===== config.mk =====
export PLATFORM = sky130hd
export DESIGN_NAME = nvq_out_stage
export DESIGN_NICKNAME = d
export VERILOG_FILES = /design/src/hw/rtl/nvq_pkg.sv /design/src/hw/rtl/nvq_out_stage.sv
export SDC_FILE = /design/constraint.sdc
export NUM_CORES = 1
export LEC_CHECK = 0
export BUFFER_PORTS_ARGS = -buffer_cell sky130_fd_sc_hd__buf_2
export CAP_MARGIN = 20
export CORE_ASPECT_RATIO = 0.5
export CORE_MARGIN = 1.5
export CORE_UTILIZATION = 49
export DETAILED_ROUTE_END_ITERATION = 7
export PLACE_DENSITY = 0.76
export SYNTH_ARGS = -nofsm -noshare
export SYNTH_HDL_FRONTEND = slang
export SYNTH_SLANG_ARGS = --single-unit

===== constraint.sdc =====
create_clock -name clk -period 2.51 [get_ports clk]
set_input_delay 0.251 -clock clk [delete_from_list [all_inputs] [get_ports clk]]
set_output_delay 0.251 -clock clk [all_outputs]
set_load 0.005 [all_outputs]

===== src/hw/rtl/nvq_pkg.sv =====
// ----------------------------------------------------------------------------
// nvq_pkg: shared constants and codebook for the normal vector quantizer
// Holds the 24-point sphere codebook in Q1.15 and a helper that rescales a
// codebook component to the configured component width.
// ----------------------------------------------------------------------------
package nvq_pkg;

	// Codebook geometry.
	localparam int TABLE_CODES        = 24;
	localparam int BASE_BITS          = 16;
	localparam int IDX_W              = 5;

	// Defaults for the top-level parameters.
	localparam int DEF_NUM_CODES      = 24;
	localparam int DEF_COMPONENT_BITS = 16;

	// Unit directions spread evenly over the sphere, x/y/z in Q1.15.
	localparam int CODEBOOK [TABLE_CODES][3] = '{
		'{     0,  32767,      0},
		'{ -9855,  29918,   9028},
		'{  1614,  27068, -18395},
		'{ 13429,  24219,  17515},
		'{-24460,  21370,  -4327},
		'{ 22807,  18520, -14508},
		'{ -7471,  15671,  27790},
		'{-13898,  12822, -26760},
		'{ 29319,   9973,  10707},
		'{-29564,   7123,  12203},
		'{ 13770,   4274, -29425},
		'{  9797,   1425,  31236},
		'{-28324,  -1425, -16414},
		'{ 31729,  -4274,  -6976},
		'{-18395,  -7123,  26164},
		'{ -4011,  -9973, -30954},
		'{ 23057, -12822,  19433},
		'{-28752, -15671,   1189},
		'{ 19160, -18520, -19067},
		'{ -1147, -21370,  24813},
		'{-14141, -24219, -16945},
		'{ 18301, -27068,   2462},
		'{-10970, -29918,   7633},
		'{     0, -32767,      0}
	};

	// Number of codewords actually searched.
	function automatic int code_limit(int num_codes);
		return (num_codes < TABLE_CODES) ? num_codes : TABLE_CODES;
	endfunction

	// Codebook component scaled to the given width. Narrowing truncates
	// toward zero, so negative values are shifted as magnitudes.
	function automatic int scaled_code(int idx, int comp, int bits);
		int c;
		c = CODEBOOK[idx][comp];
		if (bits >= BASE_BITS) begin
			return c <<< (bits - BASE_BITS);
		end else if (c < 0) begin
			return -((-c) >>> (BASE_BITS - bits));
		end else begin
			return c >>> (BASE_BITS - bits);
		end
	endfunction

endpackage


===== src/hw/rtl/nvq_out_stage.sv =====
// ----------------------------------------------------------------------------
// nvq_out_stage: final compare and codeword lookup
// Folds in the last codeword's distance, looks up the winning direction and
// holds the result item until the receiver takes it.
// ----------------------------------------------------------------------------
module nvq_out_stage
	import nvq_pkg::*;
#(
	parameter int NUM_CODES      = DEF_NUM_CODES,
	parameter int COMPONENT_BITS = DEF_COMPONENT_BITS,
	localparam int CB            = COMPONENT_BITS,
	localparam int SQ_W          = 2 * CB,
	localparam int DW            = 2 * CB + 2,
	localparam int LIMIT         = code_limit(NUM_CODES),
	localparam int TAB_DEPTH     = 2 ** IDX_W
) (
	input  logic                   clk,
	input  logic                   arst_n,
	input  logic                   valid_i,
	output logic                   ready_o,
	input  logic        [SQ_W-1:0] sq_i [3],
	input  logic        [DW-1:0]   best_d_i,
	input  logic        [IDX_W-1:0] best_idx_i,
	output logic                   valid_o,
	input  logic                   ready_i,
	output logic        [IDX_W-1:0] idx_o,
	output logic signed [CB-1:0]   code_o [3]
);

	localparam logic [IDX_W-1:0] LAST_IDX = IDX_W'(LIMIT - 1);

	logic signed [CB-1:0]   tab [TAB_DEPTH][3];
	logic        [DW-1:0]   d_last;
	logic        [IDX_W-1:0] sel;
	logic                   valid_q;
	logic        [IDX_W-1:0] idx_q;
	logic signed [CB-1:0]   code_q [3];

	// Constant direction table; codes past the searched range read as zero.
	generate
		for (genvar k = 0; k < TAB_DEPTH; k++) begin : g_tab
			for (genvar c = 0; c < 3; c++) begin : g_comp
				if (k < LIMIT) begin : g_code
					assign tab[k][c] = CB'(scaled_code(k, c, CB));
				end else begin : g_none
					assign tab[k][c] = '0;
				end
			end
		end
	endgenerate

	// Last codeword against the running best; ties keep the lower index.
	assign d_last = DW'(sq_i[0]) + DW'(sq_i[1]) + DW'(sq_i[2]);
	assign sel    = (d_last < best_d_i) ? LAST_IDX : best_idx_i;

	assign ready_o = !valid_q || ready_i;

	always_ff @(posedge clk or negedge arst_n) begin
		if (!arst_n) begin
			valid_q <= 1'b0;
		end else if (ready_o) begin
			valid_q <= valid_i;
		end
	end

	always_ff @(posedge clk) begin
		if (valid_i && ready_o) begin
			idx_q <= sel;
			for (int c = 0; c < 3; c++) begin
				code_q[c] <= tab[sel][c];
			end
		end
	end

	assign valid_o = valid_q;
	assign idx_o   = idx_q;
	assign code_o  = code_q;

endmodule


==> impl_metrics.toml <==
[layout]
area_delta_synth_final_pct = 46.56
finalNonFillerCells = 1253
final_layout_size_suffix_gt1_share_pct = 44.45
fin_util_pct = 75.13
fin_nets = 1329

[critical_path]
path_max_fanout = 7
cpMaxStageDelayCell = "fa_1"
worstPathRequired_ns = 2.56
r2r-start = "valid_o"
crit_type = "input pin to flip-flop"
r2r_end = "code_o[6]"
cp-startpoint = "sq_i[65]"
cp-start-kind = "input pin"
crit_end = "code_o[16]"
slowest_delay_ns = 0.54
arrival_ns = 5.39
end_kind = "flip-flop"
worstRegToRegCells = 3
reg2reg_slack_ns = 0.90

[detailed_routing]
ant_nets = 0
routed_via_density = 5.844
wl_per_cell_microns = 17.63
dr.pass1.iters = 5
drc = 0
vias = 7323
drt-initial-drc-count = 637
drt_wl_total_mm = 22.09

[run]
max_cap_viol_count = 0

[synthesis]
synth_compound_area_share_pct = 25.81
synthArstFlopShare_pct = 1.852
syn_area_sq_um = 6621
yosysTopAreaCellShare_pct = 24.04
syn_nets = 1003
synthTopCellsByArea = "edfxtp_1 (24%), ha_1 (14%), fa_1 (10%)"
yosys.area_share.adder_pct = 24.15
synth_flop_cell = "edfxtp_1"
netlist_instances = 756
synthMuxAreaShare_pct = 0.3023
synthSimpleGateAreaFrac_pct = 15.84
synth-edff-count = 53
yosys.cell_types.count = 74
ys_ff_latch = 54
synth_xor_area_share_pct = 3.175
syn_avg_cell_area_sq_um = 8.758
ys_warn_count = 0
synth_seq_area_share_pct = 24.41
synth_top_family_by_area = "compound AO/OA/AOI/OAI gates"
synth_largest_area_cell = "edfxtp_1"

[timing]
skew_ns = 0.009516
fin_crit_sh_pct = 212.4
worst_pin_slew_ns = 0.6743
fmax_ghz = 0.1876
layout_setup_ws_ns = -2.821
fin_crit_ns = 5.331
hold_viol = 0
setup_viol = 53
grt_setup_unrepaired = "true"
final-max-slew-violation-count = 0
relSlewSlack_pct = 54.96

[die]
start_util_pct = 51.26
rows = 29
boundaryPins = 194
die_x_microns = 167.4
core-area_sq_um = 12920
die_h_microns = 85.20
die_area_sq_um = 14260

[pwr]
ir_worst_vdd_mv = 0.3069
leakage_nw = 4.671
powerDensity_nw_per_um2 = 677.7

[cts]
insertion_delay_ns = 0.30
clk_path_buf_depth = 2
cts_buffers = 5
h-tree-depth = 2
cts_tree = "yes"
cts_root_buf = "clkbuf_16"
cts.sinks = 54
path_clk_slew_ns = 0.07

[global_route]
grt_pass1_vias = 7214
antenna_found_initial = 1
grt_pass1_wl_mm = 35.27
grt-ovfl-total = 0
grt_max_degree = 33
track_usage_pct = 30.84

[placed_design]
pre_cts_ws_ns = -3.454
place_congestion = 0.9806
place_inst = 1212
port_buffers = 193
hpwl_mm = 16.39

[run_status]
outcome = "finished, violations left"
violations = "setup timing"

[worst_hold_path]
hold_path.class = "input pin to flip-flop"
worstHoldStart = "valid_i"
==> sequential cells by signal (all words and copies together), names as in the netlist <==
name     flops
valid_o      1
code_o      48
idx_o        5
==> final cells by class <==
type                    instances  area [sq um]
diodes                          1         2.502
clock buffers                   6         128.9
clock inverters                 1         7.507
fillers                       941          3213
inverters                      62         242.7
multi-input cells             598          5077
flip-flops and latches         54          1617
well taps                     170         212.7
repair buffers                361          2416
==> what timing repair did <==
item | CTS | global route
pin swaps | 51 | 24
endpoints found under the hold margin | 1 | 0
buffers inserted | 27 | 7
hold buffers | 1 | 0
setup endpoints to repair | 53 | 53
gates resized for setup | 79 | 53
cloned | 2 | 0
==> worst max-delay path: cells and delay by family <==
family                   cells  cell delay, ns
AO/OA/AOI/OAI               13            2.23
adder cells (fa/ha/maj)      5            1.74
AND/OR/NAND/NOR              7            0.77
buffers and inverters        4            0.39
==> stage by stage <==
step                      cell area [sq um]  TNS, ns  power, mW  hold slack [ns]
after detailed placement               8740  -164.57      4.971          0.02730
final                                  9704  -136.28      6.577           0.1609
after global routing                   9704  -150.03      7.017           0.1853
after floorplan                        6809  -138.64      3.624         -0.04459
after CTS                              9443  -135.35      6.233           0.1659
after global placement                 8740  -155.29      4.881          0.02591
==> layer usage <==
layer  up-vias  part of all wire, %  GRT usage (%)
met2       387                   47          52.12
li1       3407                    -              -
met4         0                  3.5          12.45
met1      3448                   41          40.65
met5         -                    0              0
met3        81                  8.4          3.871
==> cells by family after synthesis <==
family	count (synthesis)
compound gates	254
simple gates	210
fa+ha+maj	108
buf+inv	104
flops	54
xor+xnor	24
mux	2
==> layout by cell type (no fill, tap or decap), types with 6 or more instances in the layout <==
master,instances
o21ai_1,16
nand3_1,8
nand2b_1,15
a21oi_2,15
buf_6,25
nand2_1,38
a21o_1,32
a221o_1,11
ha_1,65
ha_4,6
nor2_2,7
edfxtp_1,53
buf_2,192
o21a_1,8
nor2b_1,12
nand4_1,8
and3_1,9
xnor2_1,16
o21ai_2,6
inv_2,6
nor2_1,45
nand2_2,8
a31oi_1,13
nor3_1,11
a21oi_1,61
inv_1,52
buf_4,137
o21ai_0,20
fa_1,32
nor2_4,8
xor2_1,8
==> worst min path at each step <==
stage | to | cells past startpoint
floorplan | valid_o | 0
global placement | valid_o | 1
detailed placement | valid_o | 1
CTS | valid_o | 2
global route | valid_o | 2
finish | valid_o | 2
==> cell usage after synthesis, types with 16 or more instances <==
| master | instances |
|---|---|
| ha_1 | 75 |
| fa_1 | 33 |
| a21o_1 | 32 |
| nor2_1 | 56 |
| clkbuf_1 | 30 |
| a21oi_1 | 78 |
| o21ai_0 | 34 |
| nand2_1 | 48 |
| nor2b_1 | 18 |
| inv_1 | 57 |
| nor3_1 | 16 |
| edfxtp_1 | 53 |
| xnor2_1 | 16 |
==> power breakdown <==
group | leakage (nW) | total, mW | switching [mW] | internal, mW
logic | 4.08 | 4.65 | 2.32 | 2.33
clock network | 0.0629 | 0.694 | 0.328 | 0.366
registers | 0.527 | 1.23 | 0.0350 | 1.20
total | 4.67 | 6.58 | 2.68 | 3.89
Note: power is estimated with default switching activity, not from simulation.
