===== config.mk =====
export PLATFORM = sky130hd
export DESIGN_NAME = nvq_cell
export DESIGN_NICKNAME = d
export VERILOG_FILES = /design/src/hw/rtl/nvq_pkg.sv /design/src/hw/rtl/nvq_cell.sv
export SDC_FILE = /design/constraint.sdc
export NUM_CORES = 2
export LEC_CHECK = 0
export ABC_AREA = 1
export BUFFER_PORTS_ARGS = -buffer_cell sky130_fd_sc_hd__clkbuf_2
export CAP_MARGIN = 20
export CORE_ASPECT_RATIO = 0.9
export CORE_UTILIZATION = 45
export CTS_CLUSTER_SIZE = 24
export DETAILED_ROUTE_END_ITERATION = 12
export GPL_TIMING_DRIVEN = 0
export PLACE_DENSITY = 0.71
export SYNTH_ARGS = -nofsm -noshare
export SYNTH_HDL_FRONTEND = slang
export SYNTH_SLANG_ARGS = --single-unit

===== constraint.sdc =====
create_clock -name clk -period 30.2 [get_ports clk]
set_clock_uncertainty 0.05 [all_clocks]
set_input_delay 1.51 -clock clk [delete_from_list [all_inputs] [get_ports clk]]
set_output_delay 1.51 -clock clk [all_outputs]
set_load 0.005 [all_outputs]

===== src/hw/rtl/nvq_pkg.sv =====
// ----------------------------------------------------------------------------
// nvq_pkg: shared constants and codebook for the normal vector quantizer
// Holds the 24-point sphere codebook in Q1.15 and a helper that rescales a
// codebook component to the configured component width.
// ----------------------------------------------------------------------------
package nvq_pkg;

	// Codebook geometry.
	localparam int TABLE_CODES        = 24;
	localparam int BASE_BITS          = 16;
	localparam int IDX_W              = 5;

	// Defaults for the top-level parameters.
	localparam int DEF_NUM_CODES      = 24;
	localparam int DEF_COMPONENT_BITS = 16;

	// Unit directions spread evenly over the sphere, x/y/z in Q1.15.
	localparam int CODEBOOK [TABLE_CODES][3] = '{
		'{     0,  32767,      0},
		'{ -9855,  29918,   9028},
		'{  1614,  27068, -18395},
		'{ 13429,  24219,  17515},
		'{-24460,  21370,  -4327},
		'{ 22807,  18520, -14508},
		'{ -7471,  15671,  27790},
		'{-13898,  12822, -26760},
		'{ 29319,   9973,  10707},
		'{-29564,   7123,  12203},
		'{ 13770,   4274, -29425},
		'{  9797,   1425,  31236},
		'{-28324,  -1425, -16414},
		'{ 31729,  -4274,  -6976},
		'{-18395,  -7123,  26164},
		'{ -4011,  -9973, -30954},
		'{ 23057, -12822,  19433},
		'{-28752, -15671,   1189},
		'{ 19160, -18520, -19067},
		'{ -1147, -21370,  24813},
		'{-14141, -24219, -16945},
		'{ 18301, -27068,   2462},
		'{-10970, -29918,   7633},
		'{     0, -32767,      0}
	};

	// Number of codewords actually searched.
	function automatic int code_limit(int num_codes);
		return (num_codes < TABLE_CODES) ? num_codes : TABLE_CODES;
	endfunction

	// Codebook component scaled to the given width. Narrowing truncates
	// toward zero, so negative values are shifted as magnitudes.
	function automatic int scaled_code(int idx, int comp, int bits);
		int c;
		c = CODEBOOK[idx][comp];
		if (bits >= BASE_BITS) begin
			return c <<< (bits - BASE_BITS);
		end else if (c < 0) begin
			return -((-c) >>> (BASE_BITS - bits));
		end else begin
			return c >>> (BASE_BITS - bits);
		end
	endfunction

endpackage


===== src/hw/rtl/nvq_cell.sv =====
// ----------------------------------------------------------------------------
// nvq_cell: one codeword cell of the search chain
// Squares the distance terms to its own codeword and, in the same cycle,
// folds the previous cell's codeword distance, if any, into the running best.
// ----------------------------------------------------------------------------
module nvq_cell
	import nvq_pkg::*;
#(
	parameter int CODE_IDX       = 0,
	parameter int COMPONENT_BITS = DEF_COMPONENT_BITS,
	localparam int CB            = COMPONENT_BITS,
	localparam int SQ_W          = 2 * CB,
	localparam int DW            = 2 * CB + 2
) (
	input  logic                  clk,
	input  logic                  arst_n,
	// Upstream side.
	input  logic                  valid_i,
	output logic                  ready_o,
	input  logic signed [CB-1:0]  vec_i [3],
	input  logic        [SQ_W-1:0] sq_i [3],
	input  logic        [DW-1:0]  best_d_i,
	input  logic        [IDX_W-1:0] best_idx_i,
	// Downstream side.
	output logic                  valid_o,
	input  logic                  ready_i,
	output logic signed [CB-1:0]  vec_o [3],
	output logic        [SQ_W-1:0] sq_o [3],
	output logic        [DW-1:0]  best_d_o,
	output logic        [IDX_W-1:0] best_idx_o
);

	localparam logic signed [CB:0] CODE [3] = '{
		(CB+1)'(scaled_code(CODE_IDX, 0, CB)),
		(CB+1)'(scaled_code(CODE_IDX, 1, CB)),
		(CB+1)'(scaled_code(CODE_IDX, 2, CB))
	};
	localparam logic [IDX_W-1:0] PREV_IDX = IDX_W'(CODE_IDX - 1);

	logic                   valid_q;
	logic signed [CB-1:0]   vec_q [3];
	logic        [SQ_W-1:0] sq_q [3];
	logic        [DW-1:0]   best_d_q;
	logic        [IDX_W-1:0] best_idx_q;

	logic signed [CB:0]     diff [3];
	logic signed [DW-1:0]   prod [3];
	logic        [SQ_W-1:0] sq_next [3];
	logic        [DW-1:0]   best_d_next;
	logic        [IDX_W-1:0] best_idx_next;
	logic                   load;

	// The cell advances whenever it is empty or its neighbor takes its item.
	assign ready_o = !valid_q || ready_i;
	assign load    = valid_i && ready_o;

	// Squared distance terms to this cell's codeword.
	always_comb begin
		for (int c = 0; c < 3; c++) begin
			diff[c]    = {vec_i[c][CB-1], vec_i[c]} - CODE[c];
			prod[c]    = diff[c] * diff[c];
			sq_next[c] = prod[c][SQ_W-1:0];
		end
	end

	// Compare the previous codeword's distance against the running best.
	generate
		if (CODE_IDX == 0) begin : g_first
			assign best_d_next   = best_d_i;
			assign best_idx_next = best_idx_i;
		end else begin : g_compare
			logic [DW-1:0] d_prev;
			assign d_prev = DW'(sq_i[0]) + DW'(sq_i[1]) + DW'(sq_i[2]);
			always_comb begin
				if (d_prev < best_d_i) begin
					best_d_next   = d_prev;
					best_idx_next = PREV_IDX;
				end else begin
					best_d_next   = best_d_i;
					best_idx_next = best_idx_i;
				end
			end
		end
	endgenerate

	// Item valid flag.
	always_ff @(posedge clk or negedge arst_n) begin
		if (!arst_n) begin
			valid_q <= 1'b0;
		end else if (ready_o) begin
			valid_q <= valid_i;
		end
	end

	// Payload registers.
	always_ff @(posedge clk) begin
		if (load) begin
			vec_q      <= vec_i;
			sq_q       <= sq_next;
			best_d_q   <= best_d_next;
			best_idx_q <= best_idx_next;
		end
	end

	assign valid_o    = valid_q;
	assign vec_o      = vec_q;
	assign sq_o       = sq_q;
	assign best_d_o   = best_d_q;
	assign best_idx_o = best_idx_q;

endmodule


==> results.ini <==
[sta]
fmax_mhz = 119
tightestPinTransition_ps = 856
relSlewSlack_pct = 42.9
rsz0062_at_grt = no
hold_viol = 0
tns_ps = 0
post-route-min-period_ps = 8410
slew_violations = 0
setup_viol = 0
setup_ws_ps = 21790
fin_crit_sh_pct = 27.9

[synth]
synth_top_cells_by_count = 1,159 x inv_1, 735 x fa_1, 552 x nand2_1
synth.largest_area_cell = fa_1
syn_area_um2 = 33900
synth_compound_area_share_pct = 3.69
ys_warn_count = 0
synth-simple-area-share_pct = 10.7
yosysMostFrequentCell = inv_1
synth_adder_area_share_pct = 52.8
synth.yosys.seq_area_share_pct = 15.9
synth_top_area_share_pct = 43.5
synth_edf_count = 178
synthMuxAreaShare_pct = 0
synth_top_family_by_area = adder cells
ys_types = 46
async_flop_share_pct = 0.559
syn_inst = 3646
syn_area_per_cell_um2 = 9.29
synth_ff_type = edfxtp_1
synth-seq-cells = 179
yosys.area_share.xor_xnor_pct = 2.90
synthTopCellsByArea = fa_1 43%, edfxtp_1 16%, inv_1 13%

[detailed_routing]
wl_mm = 81.2
route.detailed.drc = 0
routedWlPerCell_um = 16.5
antenna_left = 0
dr_total_vias = 24100
via_per_inst = 4.90
firstDrtPassIters = 5
first_iter_violations = 1635

[floorplanning]
die_height_um = 262
rows = 95
die_area_um2 = 76400
io_pins = 372
core_um2 = 74500
initial_core_util_pct = 45.4
dieWidth_um = 291

[clock_tree]
root_buffer = clkbuf_16
clkLatencyLatePin_ps = 510
h-tree-depth = 4
hold_buffers = 0
numCtsBuffers = 17
cts_sinks = 179
cts_setup_buffers = 0
cts_buffer_depth = 2
clk_pin_slew_ps = 100
cts_tree = built
cts.repair.resized = 0

[worst_setup_path]
critPathMaxStageDelay_ps = 630
start_kind = input port
cp_max_fo = 10
worst-r2r-cell-count = 5
worstPathRequired_ps = 30460
crit_arrival_ps = 8670
crit_top_cell = inv_1
crit_slowest_cell = nor2_1
critPathCaptureType = flip-flop
crit_type = input port to flip-flop

[grt]
grt_usage_pct = 22.5
grt_pass1_vias = 25500
antenna_found_initial = 1
gr-total-overflow = 0
grt_max_degree = 32
grt_pass1_wl_mm = 133

[finish]
drive_gt1_share_pct = 9.62
final_nets = 5122
diodes = 0
final_cell_count_no_fill = 4930
fin_util_pct = 50.0
fill_cells = 6897
syn_to_final_growth_pct = 9.98

[outcome]
status = completed

[placed_design]
gp_congestion = 0.949
dpl.cell_count = 4898
dp_hpwl_mm = 69.8
place_ws_ps = 21240
portBuffers = 272

[flow_run]
maxCapViolCount = 0

[worst_hold_path]
hp-class = flip-flop to flip-flop
holdPathStages = 2

metrics by stage:
step | hold slack, ps | cell area, um^2
2_1_floorplan | 478 | 33900
3_5_place_dp | 553 | 36600
5_1_grt | 608 | 37200
4_1_cts | 572 | 37200
3_3_place_gp | 452 | 36400
6_report | 574 | 37200
per-layer routing:
layer  share of wire (%)  vias to the layer above  GRT usage, %  wire, um
met5                   0                        -             0         0
met4                 1.9                        0          5.22      1520
met3                 6.8                       89          4.02      5510
met2                  48                      816          37.1     39200
met1                  43                    12100          30.8     35000
li1                    -                    11200             -         -
cell type report:
cell class / count / area (um^2) / area share (%)
Clock buffer: 17 / 425 / 1.14
Inverter: 1180 / 4430 / 11.9
Buffer: 74 / 312 / 0.837
Tap cell: 970 / 1210 / 3.26
Timing Repair Buffer: 280 / 1540 / 4.12
Sequential cell: 179 / 5370 / 14.4
Clock inverter: 15 / 186 / 0.501
Multi-Input combinational cell: 2215 / 23800 / 63.8
layout by cell type, fill, tap and decap left out, types with 4 or more instances in the layout:
cell and count:
a21o_1 17, a21oi_1 106, a31oi_1 6, buf_12 4, buf_4 6, clkbuf_1 64, clkbuf_16 17, clkbuf_2 272
clkinv_1 4, edfxtp_1 178, fa_1 735, ha_1 253, inv_1 1159, inv_2 16, inv_6 4, inv_8 4
nand2_1 552, nand2_2 7, nand3_1 56, nand3b_1 4, nand4_1 15, nor2_1 192, nor2_2 7, nor2_4 4
nor3_1 20, nor4_1 4, o211ai_1 7, o21ai_0 67, o21ai_1 4, o21bai_1 5, or2_2 17, xnor2_1 46
xor2_1 66
flip-flops by register name, indices dropped and copies added (netlist names):
signal and count:
sq_o 91, vec_o 48, best_d_o 34, best_idx_o 5, valid_o 1
worst max-delay path, delay by kind of cell:
| family | cells | cell delay [ps] |
|---|---|---|
| fa+ha+maj | 8 | 3440 |
| simple gates | 13 | 2400 |
| buf+inv | 13 | 1290 |
kinds of logic after synthesis:
logic type / Yosys count
AND/OR/NAND/NOR: 886
adder cells (fa/ha/maj): 988
flip-flops: 179
XOR/XNOR: 112
AO/OA/AOI/OAI: 226
other: 1
buffers and inverters: 1254
path summary, 6_finish.rpt:
check | startpoint | to | slack (ps)
max reg2reg | valid_o$_DFFE_PN0N_ | sq_o[44]$_DFFE_PP_ | 28050
min | valid_o$_DFFE_PN0N_ | valid_o$_DFFE_PN0N_ | 570
max in group asynchronous | arst_n | valid_o$_DFFE_PN0N_ | 29300
max | vec_i[17] | sq_o[63]$_DFFE_PP_ | 21790
min in group asynchronous | arst_n | valid_o$_DFFE_PN0N_ | 710
min reg2reg | valid_o$_DFFE_PN0N_ | valid_o$_DFFE_PN0N_ | 570
Power is left out: the tool's default activity adds up to more than one toggle a clock period on the data nets, which glitch-free logic cannot reach.
